==> src/rtl/light_dip_counter_defines.svh <==
// Assertion macros shared by the light dip counter RTL.
// Needs a clock named clock and a reset named reset in the using module.
`ifndef LIGHT_DIP_COUNTER_DEFINES_SVH
`define LIGHT_DIP_COUNTER_DEFINES_SVH
`ifndef SYNTHESIS
`define LDC_ASSERT_IMPL(label, ante, cons, msg) \
   label: assert property (@(posedge clock) disable iff (reset) (ante) |-> (cons)) \
      else $error(msg);
`define LDC_ASSERT_NEXT(label, ante, cons, msg) \
   label: assert property (@(posedge clock) disable iff (reset) (ante) |=> (cons)) \
      else $error(msg);
`else
`define LDC_ASSERT_IMPL(label, ante, cons, msg)
`define LDC_ASSERT_NEXT(label, ante, cons, msg)
`endif
`endif

==> src/rtl/ldc_pkg.sv <==
// Shared types and constants of the light dip counter.
// No dependencies.
`default_nettype none
package ldc_pkg;
   localparam int WIN_W          = 11;
   localparam int SAMPLE_W       = 12;
   localparam int WEIGHT_W       = 16;
   localparam int THR_W          = 12;
   localparam int FRAC_W         = 16;
   localparam int LEVEL_W        = SAMPLE_W + FRAC_W;
   localparam int DIPS_W         = 10;
   localparam int TOTAL_W        = 32;
   localparam int CSR_ADDR_W     = 4;
   localparam int CSR_DATA_W     = 32;
   localparam int QDEPTH         = 2;
   localparam int MAX_WINDOW_DEF = 1024;

   localparam logic [WIN_W-1:0]    WINDOW_RST = 11'd1000;
   localparam logic [WEIGHT_W-1:0] WEIGHT_RST = 16'd66;
   localparam logic [THR_W-1:0]    THR_RST    = 12'd228;
   localparam logic [THR_W-1:0]    REARM_RST  = 12'd68;

   localparam logic [1:0] REG_WINDOW = 2'd0;
   localparam logic [1:0] REG_WEIGHT = 2'd1;
   localparam logic [1:0] REG_THR    = 2'd2;
   localparam logic [1:0] REG_REARM  = 2'd3;

   typedef enum logic {
      OP_SAMPLE = 1'b0,
      OP_QUERY  = 1'b1
   } ldc_op_type;

   typedef struct packed {
      ldc_op_type          op;
      logic [SAMPLE_W-1:0] sample;
   } ldc_item_type;

   typedef struct packed {
      logic [WIN_W-1:0]    window;
      logic                window_wr;
      logic [WEIGHT_W-1:0] weight;
      logic [THR_W-1:0]    thr;
      logic [THR_W-1:0]    rearm;
   } ldc_cfg_type;

   typedef enum logic [2:0] {
      ST_IDLE,
      ST_ADD,
      ST_WALK,
      ST_RESP
   } ldc_state_type;
endpackage
`default_nettype wire

==> src/rtl/ldc_front.sv <==
// Front end: takes commands, tags them by kind, holds them in a two-entry queue.
// Depends on ldc_pkg and light_dip_counter_defines.svh.
`default_nettype none
`include "light_dip_counter_defines.svh"
module ldc_front (
   input  wire                          clock,
   input  wire                          reset,
   input  wire                          start,
   output logic                         busy,
   input  wire                          req_kind,
   input  wire [ldc_pkg::SAMPLE_W-1:0]  req_sample,
   output logic                         q_valid,
   output ldc_pkg::ldc_item_type        q_item,
   input  wire                          q_pop
);
   import ldc_pkg::*;

   localparam int QPTR_W = (QDEPTH > 1) ? $clog2(QDEPTH) : 1;
   localparam int QCNT_W = $clog2(QDEPTH + 1);

   ldc_item_type        entry_ff [QDEPTH];
   logic [QPTR_W-1:0]   head_ff, head_in, tail_ff, tail_in;
   logic [QCNT_W-1:0]   count_ff, count_in;
   logic                push;
   ldc_item_type        push_item;

   assign busy      = (count_ff == QCNT_W'(QDEPTH));
   assign push      = start && !busy;
   assign q_valid   = (count_ff != '0);
   assign q_item    = entry_ff[head_ff];
   assign push_item = '{op: (req_kind ? OP_QUERY : OP_SAMPLE), sample: req_sample};

   always_comb begin
      head_in  = head_ff;
      tail_in  = tail_ff;
      count_in = count_ff;
      if (push) begin
         tail_in = (tail_ff == QPTR_W'(QDEPTH - 1)) ? '0 : tail_ff + 1'b1;
      end
      if (q_pop && q_valid) begin
         head_in = (head_ff == QPTR_W'(QDEPTH - 1)) ? '0 : head_ff + 1'b1;
      end
      if (push && !(q_pop && q_valid)) begin
         count_in = count_ff + 1'b1;
      end else if (!push && q_pop && q_valid) begin
         count_in = count_ff - 1'b1;
      end
   end

   always_ff @(posedge clock) begin
      if (reset) begin
         head_ff  <= '0;
         tail_ff  <= '0;
         count_ff <= '0;
      end else begin
         head_ff  <= head_in;
         tail_ff  <= tail_in;
         count_ff <= count_in;
      end
   end

   always_ff @(posedge clock) begin
      if (push) begin
         entry_ff[tail_ff] <= push_item;
      end
   end

   `LDC_ASSERT_IMPL(a_pop_nonempty, q_pop, q_valid, "pop from empty queue")
   `LDC_ASSERT_NEXT(a_push_count, push && !q_pop, count_ff == $past(count_ff) + 1'b1, "count slip")
   `LDC_ASSERT_IMPL(a_ptr_match, count_ff == '0, head_ff == tail_ff, "empty queue pointers differ")
endmodule
`default_nettype wire

==> config.mk <==
export PLATFORM = sky130hd
export DESIGN_NAME = ldc_front
export DESIGN_NICKNAME = d
export VERILOG_FILES = /design/src/rtl/ldc_pkg.sv /design/src/rtl/ldc_front.sv
export VERILOG_INCLUDE_DIRS = /design/src /design/src/rtl
export SDC_FILE = /design/constraint.sdc
export NUM_CORES = 1
export LEC_CHECK = 0
export ABC_AREA = 1
export BUFFER_PORTS_ARGS = -buffer_cell sky130_fd_sc_hd__buf_2
export CELL_PAD_IN_SITES_DETAIL_PLACEMENT = 1
export CELL_PAD_IN_SITES_GLOBAL_PLACEMENT = 1
export CORE_UTILIZATION = 40
export CTS_CLUSTER_DIAMETER = 100
export DETAILED_ROUTE_END_ITERATION = 10
export GPL_ROUTABILITY_DRIVEN = 0
export HOLD_SLACK_MARGIN = 0.02
export PLACE_DENSITY = 0.84
export SLEW_MARGIN = 30
export SYNTH_ARGS = -nofsm -noshare
export SYNTH_HDL_FRONTEND = slang
export SYNTH_SLANG_ARGS = --single-unit
==> constraint.sdc <==
create_clock -name clock -period 3.4 [get_ports clock]
set_input_delay 0.17 -clock clock [delete_from_list [all_inputs] [get_ports clock]]
set_output_delay 0.17 -clock clock [all_outputs]
set_load 0.005 [all_outputs]
Yosys cells after proc, flatten, opt, wreduce, memory -nomap -nowiden
Memories as Yosys holds them, arrays and structs flattened. A register that Yosys moved wholly into a read port is not among the register bits. Cells that the tools add are included.

Register bits: 4. Bits in latches: 0. Bits in writable memories: 26. Memory bits (read-only): 0. Input bits: 17. Output and inout bits: 15. Word-level logic and storage cells: 28. Memories: 1.

Add/sub/neg operators: 4. Multiply operators: 0. Div/mod/pow operators: 0. Magnitude comparators: 0. Eq/ne operators: 1. Shifts and indexed selects: 0. Mux-type cells: 9. Bitwise gates (word level): 0. Reductions and logical operators: 10.

Memory list: entry_ff (depth 2, bits a word 13, read ports 1, clocked after memory_dff 1, wr ports 1, RTL line ldc_front.sv:21) `ldc_item_type entry_ff [QDEPTH];`.

Operators by type and width (count): $mux 1 (7); $logic_and 1x1->1 (5); $mux 2 (2); $reduce_bool 2->1 (2); $logic_not 1->1 (3); $add 1x1->1 const B (2); $add 2x1->2 const B (1); $eq 2x2->1 const B (1); $sub 2x1->2 const B (1).

Longest topological paths before layout
Depth in word-level cells: 8. Depth in mapped cells: 6. Gate-level depth less buffers: 6.

Least setup slack after synthesis
Ideal clock, no wire load.

Path kind: flip-flop to flip-flop. From: register count_ff[0]. To: memory entry_ff[0][0] (netlist name), enable pin. Arrival time: 1167 ps. Data required time: 3018 ps. Path slack: 1851 ps. Stages on the path, launching flop included: 5. Path buffers: 0. Cells stage by stage: dfxtp_1 -> inv_1 -> nand2_1 -> nand2_1 -> nor2_1.

Word-level cells in the longest chain between the ends: 5.

Ends and longest elaborated chain: from (decl) (RTL line ldc_front.sv:23) `logic [QCNT_W-1:0] count_ff, count_in;`; from (signal assigned) (RTL line ldc_front.sv:58) `count_ff <= count_in;`; $eq 2x2->1 (RTL line ldc_front.sv:27) `assign busy = (count_ff == QCNT_W'(QDEPTH));`; $logic_not 1->1 (RTL line ldc_front.sv:28) `assign push = start && !busy;`; $logic_and 1x1->1 (RTL line ldc_front.sv:28); $mux 1 (RTL line ldc_front.sv:63) `if (push) begin`; $mux 1 (not written as such) (RTL line ldc_front.sv:64) `entry_ff[tail_ff] <= push_item;`; to (decl) (RTL line ldc_front.sv:21).

No other way between the ends.

==> flow_summary.json <==
{
  "synth_fp_nets": 98,
  "yosysTopAreaCell": "edfxtp_1",
  "min_to": "entry_ff[1][8]$_DFFE_PP_",
  "cts_sinks": 31,
  "dieHeight_microns": 57.1,
  "start_kind": "flop",
  "cpMaxStageDelayCell": "dfxtp_1",
  "post-dp-hpwl_microns": 1590,
  "avgSynthCellArea_sq_um": 15.0,
  "start_util_pct": 43.0,
  "antenna_found_initial": 0,
  "reg2reg_slack_ns": 1.81,
  "setup_viol": 0,
  "critPathBufInv": 1,
  "critPathKind": "reg -> out",
  "rr_endpoint": "entry_ff[0][10]$_DFFE_PP_",
  "post-cts-setup-buffers": 0,
  "power_frac_comb_pct": 11.2,
  "via_per_inst": 4.76,
  "clockBufferDepth": 2,
  "ys_ff_latch": 31,
  "final_cells": 152,
  "path_delay_family": "flip-flops",
  "clock_latency_ns": 0.32,
  "slew_violations": 0,
  "fin_skew_ns": 0.00728,
  "yosysUniqueCellTypes": 10,
  "wl_per_cell_microns": 14.4,
  "preCtsSetupSlack_ns": 1.81,
  "hold_class": "in -> reg",
  "relSlewSlack_pct": 50.7,
  "dieArea_sq_mm": 0.00326,
  "drt_iter0_markers": 14,
  "seqPwrFrac_pct": 59.9,
  "outcome": "complete, but fails checks",
  "grt.overflow.total": 0,
  "synth-edff-count": 26,
  "worst_r2r_path_depth": 4,
  "fill_cells": 301,
  "synthArstFlopShare_pct": 0,
  "synth_warnings": 0,
  "dp.cells": 142,
  "htree_levels": 2,
  "p_leak_nw": 0.653,
  "tritoncts": "yes",
  "max_cap_viol_count": 0,
  "sw_frac_of_total_pct": 22.3,
  "diodes": 0,
  "area_growth_pct": 21.8,
  "cts-resized-gates": 0,
  "power.total_uw": 752,
  "ff_latch_area_sq_um": 881,
  "yosysMostFrequentCell": "edfxtp_1",
  "cts_root_buf": "clkbuf_4",
  "cpPeakStageDelay_ns": 0.81,
  "fp-row-count": 19,
  "worstPathCellList": "mux2_2 -> buf_2",
  "wl_microns": 2190,
  "track_usage_pct": 15.1,
  "synthCells": 81,
  "hold_viol": 0,
  "timing.final.crit_period_ns": 1.85,
  "crit_required_ns": 3.23,
  "cts-buffers-inserted": 5,
  "violations": "DRC",
  "yosysSeqAreaShare_pct": 72.4,
  "min_from": "req_sample[8]",
  "rsz0062_at_grt": "false",
  "drive_gt1_share_pct": 43.0,
  "grt_pass1_vias": 736,
  "netlist.area_leader.share_pct": 64.2,
  "clkPwrFrac_pct": 28.9,
  "dr.pass1.iters": 6,
  "io_pins": 32,
  "grt_start_max_net_pins": 14,
  "synth_ff_type": "edfxtp_1",
  "finalCritPeriodShare_pct": 54.3,
  "crit_fanout": 13,
  "vias": 723,
  "p_switching_uw": 168,
  "remaining_drc_errors": 6,
  "irDropWorstVdd_mv": 0.231,
  "synth_area_leaders": "edfxtp_1, mux2_4, dfxtp_1, nand2_1, nor2_1",
  "synth_common_cells": "edfxtp_1, nand2_1, mux2_4, nor2_1, inv_1",
  "nets": 137,
  "hold_ws_ns": 0.0378,
  "clk_pin_slew_worst_paths_ns": 0.09,
  "cp-end-kind": "output pin",
  "io_buffers": 31,
  "netlist_area_sq_mm": 0.00122,
  "max_freq_mhz": 542,
  "setup_slack_ns": 1.55,
  "cp_data_arrival_time_ns": 1.68,
  "grt_first_pass_wirelength_microns": 3510,
  "die_w_microns": 57.1,
  "fin_tns_setup_ns": 0,
  "rr_startpoint": "count_ff[0]$_SDFFE_PP0P_",
  "intPower_uw": 585,
  "tightestPinTransition_ns": 0.739,
  "whs_path_depth": 1,
  "core_area_sq_mm": 0.00283,
  "powerDensity_mw_per_mm2": 508,
  "multi_input_area_sq_um": 293,
  "ant_nets": 0
}
[layout by cell type, fill, tap and decap left out]
cell           instances
buf_2                 31
edfxtp_1              26
nand2_1               13
mux2_4                10
nor2_1                 9
inv_1                  9
dfxtp_1                5
clkbuf_4               5
mux2_2                 3
nand3_1                2
a21oi_1                2
dlygate4sd3_1          2
nor2_2                 1
clkinv_2               1
clkbuf_8               1
clkbuf_1               1
[per-stage QoR]
stage | utilization (%) | cell area, sq um
final | 52.4 | 1480
after CTS | 52.4 | 1480
after global routing | 52.4 | 1480
after global placement | 49.4 | 1400
after floorplan | - | 1220
after detailed placement | 49.5 | 1400
[layout make-up]
cell class	count	area share, %
sequential	31	59.5
clock inverter	1	0.338
multi-input combinational	40	19.8
timing repair buffer	33	11.8
clock buffer	7	3.72
inverter	9	2.28
tap	31	2.62
[per-layer routing]
metal	GRT usage, %	vias up	wire, microns
met2	24.4	26	1060
met5	0	-	0
li1	-	360	-
met3	4.76	3	120
met1	18.4	334	978
met4	7.32	0	23
[worst register-to-register path, cell delays in order (launching register included)]
cell and delay (ns):
dfxtp_1 0.38, inv_1 0.05, nand2_1 0.16, nand2_1 0.11
nor2_2 0.52
[what timing repair did]
| action | in CTS | in global routing |
|---|---|---|
| hold buffers | 2 | 0 |
| endpoints found under the hold margin | 3 | 0 |
| endpoints found under the setup margin | 0 | 0 |
[power groups by stage]
stage	Combinational, mW	Sequential [mW]	Clock (mW)
floorplan	0.0535	0.452	0
CTS	0.0861	0.451	0.226
finish	0.0846	0.451	0.217
global placement	0.0800	0.458	0
global route	0.0934	0.454	0.241
detailed placement	0.0839	0.460	0
[worst max-delay path by stage]
stage,cells after the start,slack [ns],to
2_1_floorplan,4,1.85,entry_ff[0][0]$_DFFE_PP_
3_3_place_gp,4,1.62,entry_ff[0][4]$_DFFE_PP_
3_5_place_dp,4,1.81,entry_ff[0][11]$_DFFE_PP_
4_1_cts,2,1.50,q_item[0]
5_1_grt,2,1.46,q_item[5]
6_report,2,1.55,q_item[0]
[state kept, by name, summed over array words and instances, names as in the netlist, named ones only]
signal    flops
entry_ff     26
count_ff      2
tail_ff       1
head_ff       1
[cells by family after synthesis]
| group | synth area share, % |
|---|---|
| flip-flops | 72.4 |
| AO/OA/AOI/OAI | 0.823 |
| multiplexers | 15.1 |
| buffers and inverters | 3.70 |
| AND/OR/NAND/NOR | 7.92 |
Note: power is estimated with default switching activity, not from simulation.
